===== src/apcu_pkg.sv =====
// Shared types, codes and helper functions for the address prefix compare unit.
package apcu_pkg;

  // Operation codes
  typedef enum logic [1:0] {
    OpCompare    = 2'd0,
    OpMatch      = 2'd1,
    OpCommon     = 2'd2,
    OpCommonHost = 2'd3
  } op_e;

  // Address type codes
  typedef enum logic [1:0] {
    AddrIpv4     = 2'd0,
    AddrIpv6     = 2'd1,
    AddrEthernet = 2'd2,
    AddrFirewire = 2'd3
  } addr_e;

  // Result status codes
  typedef enum logic [1:0] {
    StOk   = 2'd0,
    StType = 2'd1,
    StLen  = 2'd2
  } status_e;

  // Order result codes, two's complement
  localparam logic [1:0] OrdBelow = 2'b11;
  localparam logic [1:0] OrdEqual = 2'b00;
  localparam logic [1:0] OrdAbove = 2'b01;

  localparam logic [7:0] Ipv4MaxLen = 8'd32;
  localparam logic [7:0] Ipv6MaxLen = 8'd128;
  localparam logic [7:0] HalfBits   = 8'd64;
  localparam logic [5:0] HostLimit  = 6'd31;

  // Stage 1: raw compare flags, match hits and IPv4 words
  typedef struct packed {
    op_e         op;
    addr_e       ta;
    addr_e       tb;
    logic [7:0]  len;
    logic        hi_eq;
    logic        hi_lt;
    logic        lo_eq;
    logic        lo_lt;
    logic        v4_hit;
    logic        v6_hit;
    logic [31:0] a32;
    logic [31:0] b32;
  } s1_t;

  // Stage 2: decoded results and bit counts
  typedef struct packed {
    op_e        op;
    status_e    status;
    logic [1:0] order;
    logic       in_prefix;
    logic [5:0] lead;
    logic [5:0] tz_a;
    logic [5:0] to_a;
    logic [5:0] tz_b;
    logic [5:0] to_b;
  } s2_t;

  // Mask of the bits that an address type uses in the low word
  function automatic logic [63:0] width_mask(addr_e t);
    logic [63:0] m;
    unique case (t)
      AddrIpv4:     m = 64'h0000_0000_ffff_ffff;
      AddrEthernet: m = 64'h0000_ffff_ffff_ffff;
      default:      m = '1;
    endcase
    return m;
  endfunction

  // Count of leading zeros, 32 for an all-zero word
  function automatic logic [5:0] lead_zeros32(logic [31:0] v);
    logic [5:0] n;
    logic       hit;
    n   = 6'd32;
    hit = 1'b0;
    for (int k = 31; k >= 0; k--) begin
      if (!hit && v[k]) begin
        n   = 6'(31 - k);
        hit = 1'b1;
      end
    end
    return n;
  endfunction

  // Count of trailing zeros, 32 for an all-zero word
  function automatic logic [5:0] trail_zeros32(logic [31:0] v);
    logic [5:0] n;
    logic       hit;
    n   = 6'd32;
    hit = 1'b0;
    for (int k = 0; k < 32; k++) begin
      if (!hit && v[k]) begin
        n   = 6'(k);
        hit = 1'b1;
      end
    end
    return n;
  endfunction

  function automatic logic [5:0] max6(logic [5:0] x, logic [5:0] y);
    return (x > y) ? x : y;
  endfunction

endpackage


===== src/address_prefix_compare_unit.sv =====
// Top level of the address prefix compare unit: three-stage compare and prefix pipeline.
//
// One item is accepted in every cycle: busy_o stays low and start_i alone admits an item.
// Each item gives one result in order. valid_o is registered alongside the result and
// rises when the result register loads. The pipeline has three register stages
// (compare and mask, bit counting and decode, host reduction and result register).
// The receiver cannot stall, so results must be taken in the cycle they appear.
module address_prefix_compare_unit (
  input  logic                  clk_i,
  input  logic                  rst_ni,
  input  logic                  start_i,
  output logic                  busy_o,
  input  logic [1:0]            op_i,
  input  logic [1:0]            type_a_i,
  input  logic [1:0]            type_b_i,
  input  logic [63:0]           a_hi_i,
  input  logic [63:0]           a_lo_i,
  input  logic [63:0]           b_hi_i,
  input  logic [63:0]           b_lo_i,
  input  logic [7:0]            prefix_len_i,
  output logic                  valid_o,
  output logic [1:0]            status_o,
  output logic signed [1:0]     order_o,
  output logic                  in_prefix_o,
  output logic [5:0]            common_len_o
);
  import apcu_pkg::*;

  logic        v1_q, v2_q, v3_q;
  s1_t         s1_d, s1_q;
  s2_t         s2_d, s2_q;
  logic [1:0]  status_d, status_q;
  logic [1:0]  order_d, order_q;
  logic        in_prefix_d, in_prefix_q;
  logic [5:0]  common_d, common_q;

  logic [63:0] wmask;
  logic [63:0] alo_m, blo_m, ahi_m, bhi_m;
  logic [31:0] v4_mask;
  logic [63:0] v6_mh, v6_ml;
  logic [7:0]  len_lo;
  logic [31:0] x32;

  logic [5:0]  ext_max;
  logic [5:0]  host_cap;
  logic [5:0]  reduced;

  // Stage 1: mask addresses, compare halves, check prefix bits
  always_comb begin
    s1_d.op  = op_e'(op_i);
    s1_d.ta  = addr_e'(type_a_i);
    s1_d.tb  = addr_e'(type_b_i);
    s1_d.len = prefix_len_i;

    wmask = width_mask(addr_e'(type_a_i));
    alo_m = a_lo_i & wmask;
    blo_m = b_lo_i & wmask;
    ahi_m = (addr_e'(type_a_i) == AddrIpv6) ? a_hi_i : '0;
    bhi_m = (addr_e'(type_a_i) == AddrIpv6) ? b_hi_i : '0;

    s1_d.hi_eq = (ahi_m == bhi_m);
    s1_d.hi_lt = (ahi_m < bhi_m);
    s1_d.lo_eq = (alo_m == blo_m);
    s1_d.lo_lt = (alo_m < blo_m);

    x32     = a_lo_i[31:0] ^ b_lo_i[31:0];
    v4_mask = ~(32'hffff_ffff >> prefix_len_i);
    s1_d.v4_hit = ((x32 & v4_mask) == '0);

    len_lo = prefix_len_i - HalfBits;
    v6_mh  = ~({64{1'b1}} >> prefix_len_i);
    v6_ml  = (prefix_len_i > HalfBits) ? ~({64{1'b1}} >> len_lo) : '0;
    s1_d.v6_hit = (((a_hi_i ^ b_hi_i) & v6_mh) == '0) &&
                  (((a_lo_i ^ b_lo_i) & v6_ml) == '0);

    s1_d.a32 = a_lo_i[31:0];
    s1_d.b32 = b_lo_i[31:0];
  end

  // Stage 2: decode the operation and count bits
  always_comb begin
    s2_d.op        = s1_q.op;
    s2_d.status    = StOk;
    s2_d.order     = OrdEqual;
    s2_d.in_prefix = 1'b0;
    s2_d.lead      = lead_zeros32(s1_q.a32 ^ s1_q.b32);
    s2_d.tz_a      = trail_zeros32(s1_q.a32);
    s2_d.to_a      = trail_zeros32(~s1_q.a32);
    s2_d.tz_b      = trail_zeros32(s1_q.b32);
    s2_d.to_b      = trail_zeros32(~s1_q.b32);

    unique case (s1_q.op)
      OpCompare: begin
        if (s1_q.ta != s1_q.tb) begin
          s2_d.order = (s1_q.ta < s1_q.tb) ? OrdBelow : OrdAbove;
        end else if (!s1_q.hi_eq) begin
          s2_d.order = s1_q.hi_lt ? OrdBelow : OrdAbove;
        end else if (!s1_q.lo_eq) begin
          s2_d.order = s1_q.lo_lt ? OrdBelow : OrdAbove;
        end
      end
      OpMatch: begin
        if (s1_q.ta == AddrIpv4) begin
          if (s1_q.len > Ipv4MaxLen) s2_d.status = StLen;
          else                       s2_d.in_prefix = s1_q.v4_hit;
        end else if (s1_q.ta == AddrIpv6) begin
          if (s1_q.len > Ipv6MaxLen) s2_d.status = StLen;
          else                       s2_d.in_prefix = s1_q.v6_hit;
        end else begin
          s2_d.status = StType;
        end
      end
      default: begin
        if (s1_q.ta != s1_q.tb || s1_q.ta != AddrIpv4) s2_d.status = StType;
      end
    endcase
  end

  // Stage 3: back off the common length past host extremes, clear on error
  always_comb begin
    ext_max  = max6(max6(s2_q.tz_a, s2_q.to_a), max6(s2_q.tz_b, s2_q.to_b));
    host_cap = (ext_max >= HostLimit) ? 6'd0 : (HostLimit - ext_max);
    reduced  = (s2_q.lead < host_cap) ? s2_q.lead : host_cap;

    common_d = '0;
    if (s2_q.op == OpCommon) begin
      common_d = s2_q.lead;
    end else if (s2_q.op == OpCommonHost) begin
      common_d = (s2_q.lead >= HostLimit) ? s2_q.lead : reduced;
    end

    status_d    = s2_q.status;
    order_d     = s2_q.order;
    in_prefix_d = s2_q.in_prefix;
    if (s2_q.status != StOk) begin
      order_d     = OrdEqual;
      in_prefix_d = 1'b0;
      common_d    = '0;
    end
  end

  // Advance valid bits
  always_ff @(posedge clk_i or negedge rst_ni) begin
    if (!rst_ni) begin
      v1_q <= 1'b0;
      v2_q <= 1'b0;
      v3_q <= 1'b0;
    end else begin
      v1_q <= start_i;
      v2_q <= v1_q;
      v3_q <= v2_q;
    end
  end

  // Advance payload
  always_ff @(posedge clk_i) begin
    s1_q        <= s1_d;
    s2_q        <= s2_d;
    status_q    <= status_d;
    order_q     <= order_d;
    in_prefix_q <= in_prefix_d;
    common_q    <= common_d;
  end

  assign busy_o       = 1'b0;
  assign valid_o      = v3_q;
  assign status_o     = status_q;
  assign order_o      = order_q;
  assign in_prefix_o  = in_prefix_q;
  assign common_len_o = common_q;

endmodule

===== config.mk =====
export PLATFORM = sky130hd
export DESIGN_NAME = address_prefix_compare_unit
export DESIGN_NICKNAME = d
export VERILOG_FILES = /design/src/apcu_pkg.sv /design/src/address_prefix_compare_unit.sv
export SDC_FILE = /design/constraint.sdc
export NUM_CORES = 1
export LEC_CHECK = 0
export BUFFER_PORTS_ARGS = -buffer_cell sky130_fd_sc_hd__buf_2
export CAP_MARGIN = 25
export CELL_PAD_IN_SITES_DETAIL_PLACEMENT = 0
export CELL_PAD_IN_SITES_GLOBAL_PLACEMENT = 1
export CORE_ASPECT_RATIO = 1.2
export CORE_MARGIN = 2
export CORE_UTILIZATION = 36
export DETAILED_ROUTE_END_ITERATION = 12
export PLACE_DENSITY_LB_ADDON = 0.08
export RECOVER_POWER = 100
export SLEW_MARGIN = 20
export SYNTH_ARGS = -nofsm -noshare
export SYNTH_HDL_FRONTEND = slang
export SYNTH_SLANG_ARGS = --single-unit

===== constraint.sdc =====
create_clock -name clk_i -period 4.9 [get_ports clk_i]
set_input_delay 0.735 -clock clk_i [delete_from_list [all_inputs] [get_ports clk_i]]
set_output_delay 0.735 -clock clk_i [all_outputs]
set_load 0.02 [all_outputs]

==> parameters.txt <==
Parameter                              Value

Finish
  Utilization of the core after routing    0.4281
  Post-route cell area    0.01530 sq mm
  Fraction of final layout cells sized beyond drive strength 1    0.1402
  Most frequent standard cell in the layout excluding fill and tap cells    nand2_1
  Most frequent cells in the layout    209 x nand2_1, 203 x buf_2, 168 x a21oi_1
  Area growth from synthesis to final layout    17.53%
  Net count reported at finish    2428
  Fin cells    2485

Clocking
  Root Buffer    clkbuf_16
  Total clock buffers created by CTS    17
  Reg clk slew, reported paths    0.06 ns
  Sink Count    135
  Clock latency on the worst-skew pair    0.44 ns
  CTS tree    yes
  Maximum buffer depth of the clock tree    2
  Number of gates given a new drive strength after cts    0
  Cts hold-fix bufs    0
  Count of H-tree levels built during CTS    4
  Count of buffers added by post-CTS timing repair for setup    0

Routing
  Vias per cell    5.508
  Total number of vias    13690
  Routed wire per std cell    21.05 um
  Count of nets left with antenna violations after detail routing    0
  Post-route DRC violation count    0
  Iteration-0 DRC count of the detailed router    840
  Length of the first detailed-routing pass in iterations    5
  Total routed wirelength    52300 um

STA
  Pin slew with the least headroom to its limit    1.971 ns
  Highest clock frequency the design can meet    223.0 MHz
  Hold Fails Final Rpt    0
  Setup Skew    0.008983 ns
  Setup repair after global routing missed its margin    false
  Post-layout worst setup margin    0.4163 ns
  Final critical delay including setup and external delays    4.484 ns
  Slew headroom    -0.3142
  Sum Neg Setup Slack    0 ns
  Portion of the clock cycle consumed by the worst path in the final layout    0.9150
  Number of slew-limit violations in the final report    143
  Setup violators final    0

Critical path
  Type of the worst setup path    reg -> reg
  Kind of launch point of the worst setup path    register
  CP required    5.26 ns
  Element type at the critical path end    register
  Cell-by-cell listing of the critical path    inv_1, ha_1, nor2b_1, o31ai_1, a21oi_1, buf_4, a21oi_1, ha_1, nor2b_1, o31ai_2, a21oi_2, buf_4, mux2i_1, or2_2, ha_1, nand4_1, nor3_1, o21ai_0, o22a_1, a31oi_1, buf_4, mux2i_1
  Slowest cell on the critical path    dfxtp_1
  Max stage delay on crit path    0.31 ns
  Worst reg2reg setup slack    0.42 ns
  Worst path arrival time    4.84 ns
  Maximum fanout count along the critical path    12

Power
  Net switching component of the power    1257 uW
  Leakage component of the power    0.006693 uW
  Cell-internal power    2330 uW
  Clock group share of total power    0.346
  Power Dens Cells    234.3 mW/mm^2
  Switching share of power    0.3504
  Reg power frac    0.343
  Share of total power in combinational logic    0.311
  Worst VDD drop    265.0 uV

Place
  Number of port buffers    284
  Placed cell count    2448
  Placed cell areas    0.01481 sq mm
  DP HPWL    44120 um
  Weighted congestion at the end of routability-driven global placement    0.9309
  Place WS    0.4128 ns

Global route
  Overflow left after global routing    0
  Global-route total usage across every layer    0.2719
  Number of global-route vias before repair    13590
  Initial antenna violation count    6
  Wire length of the first global-routing pass    76860 um
  Pin count of the biggest net entering global routing    51

Die
  Count of pins on the block boundary    286
  Number of core rows    76
  Height of the chip    212.3 um
  Area of the core region    0.03575 sq mm
  Total die area    0.03772 sq mm
  Starting density of the core    0.3642
  X dimension of the die    177.6 um

Logic synthesis
  Cell area after technology mapping    0.01302 sq mm
  Count of warnings emitted by yosys    0
  Synthesized instance count    1768
  Synth Register Bits    135
  Part of the Yosys area used for sequential elements    0.2087
  Async set-reset flop share out of synthesis    0.02222
  Synthesized netlist net count    2197
  Syn avg cell area    7.366 sq um
  Top flip-flop cell by instance count after synthesis    dfxtp_1
  Number of synthesized flops with an enable pin    0
  Count of distinct cell types in the synthesized netlist    83

Hold path
  Worst hold-check path type    in -> async

Flow run
  Max-cap check violation count    4

Status
  Violations in the final reports    max-capacitance violations, max-slew violations
  Outcome    complete, but fails checks
synth_stat cells, types with 6 or more instances:
| master | number | area (sq um) |
|---|---|---|
| nor2_1 | 129 | 484.2 |
| ha_1 | 156 | 1952 |
| or2_2 | 9 | 56.30 |
| a21o_1 | 39 | 292.8 |
| o21bai_1 | 6 | 45.04 |
| o211ai_1 | 10 | 75.07 |
| nand2b_1 | 14 | 87.58 |
| o22ai_1 | 13 | 81.33 |
| o21ai_0 | 87 | 435.4 |
| a211oi_1 | 7 | 52.55 |
| nor3_1 | 38 | 190.2 |
| a31oi_1 | 18 | 112.6 |
| o31ai_1 | 13 | 97.59 |
| and2_1 | 105 | 656.9 |
| xor2_1 | 54 | 473.0 |
| a21oi_1 | 171 | 855.8 |
| and4_1 | 7 | 61.31 |
| or3_1 | 6 | 37.54 |
| o21a_1 | 11 | 82.58 |
| dfxtp_1 | 132 | 2643 |
| inv_1 | 80 | 300.3 |
| nand2_1 | 209 | 784.5 |
| nand4_1 | 57 | 356.6 |
| xnor2_1 | 76 | 665.6 |
| mux2i_1 | 13 | 130.1 |
| nor2b_1 | 30 | 187.7 |
| clkbuf_1 | 75 | 281.5 |
| nand3_1 | 49 | 245.2 |
| buf_2 | 9 | 45.04 |
| and3_1 | 8 | 50.05 |
| nor4_1 | 31 | 193.9 |
state kept, by name, summed over array words and instances, names as in the netlist:
name / count
common_len_o: 6
s1_q: 84
status_o: 2
v1_q: 1
s2_q: 35
in_prefix_o: 1
valid_o: 1
order_o: 2
v2_q: 1
status_d: 2
worst paths after layout:
| path | start | endpoint | cells after the start |
|---|---|---|---|
| max reg2reg | s2_q[1]$_SDFF_PP1_ | common_len_o[3]$_SDFF_PP0_ | 22 |
| min in group clk_i | v2_q$_DFF_PN0_ | valid_o$_DFF_PN0_ | 0 |
| max | s2_q[1]$_SDFF_PP1_ | common_len_o[3]$_SDFF_PP0_ | 22 |
| max in group asynchronous | rst_ni | v1_q$_DFF_PN0_ | 1 |
| min | rst_ni | valid_o$_DFF_PN0_ | 1 |
| min reg2reg | v2_q$_DFF_PN0_ | valid_o$_DFF_PN0_ | 0 |
power by group through the flow:
stage | clock, uW | combinational [uW] | sequential (uW)
after floorplan | 0 | 707 | 1200
after global placement | 0 | 1110 | 1250
after detailed placement | 0 | 1110 | 1250
after CTS | 1260 | 1120 | 1230
after global routing | 1300 | 1230 | 1240
final | 1240 | 1120 | 1230
critical path, delay by kind of cell, from the launching register on:
family | cells | cell delay, ns
buf+inv | 4 | 0.59
flops | 1 | 0.31
compound gates | 8 | 1.36
simple gates | 5 | 0.87
mux | 2 | 0.35
fa+ha+maj | 3 | 0.91
through the flow:
stage	hold WS, ns	power, uW
finish	0.08996	3587
global route	0.09149	3773
CTS	0.06748	3608
detailed placement	0.3372	2366
global placement	0.3379	2362
floorplan	0.3312	1910
layer usage:
layer	global-route usage	wire length [um]	up-vias
li1	-	-	6764
met1	0.2838	19710	6426
met2	0.5376	28550	395
met3	0.02432	1667	103
met4	0.1278	2374	0
met5	0	0	-
kinds of logic (layout without fill, tap and decap cells):
logic type | Yosys count | in the layout | synth area share
other | 2 | 7 | 0.0005767
buffers and inverters | 171 | 415 | 0.05159
adders and majority gates | 157 | 157 | 0.1507
muxes | 15 | 15 | 0.01172
and+or+nand+nor | 713 | 713 | 0.2760
AOI/OAI and AO/OA | 445 | 445 | 0.2133
xor gates and xnor gates | 130 | 130 | 0.08743
DFF | 135 | 135 | 0.2087
layout make-up:
class / instances / area, sq um
Timing Repair Buffer: 303 / 1463
Tap cell: 468 / 585.6
Clock buffer: 19 / 442.9
Multi-Input combinational cell: 1462 / 9651
Fill cell: 3941 / 20450
Sequential cell: 135 / 2718
Antenna cell: 5 / 12.51
Inverter: 80 / 300.3
Clock inverter: 13 / 132.6
Power figures use the tool's default switching activity.
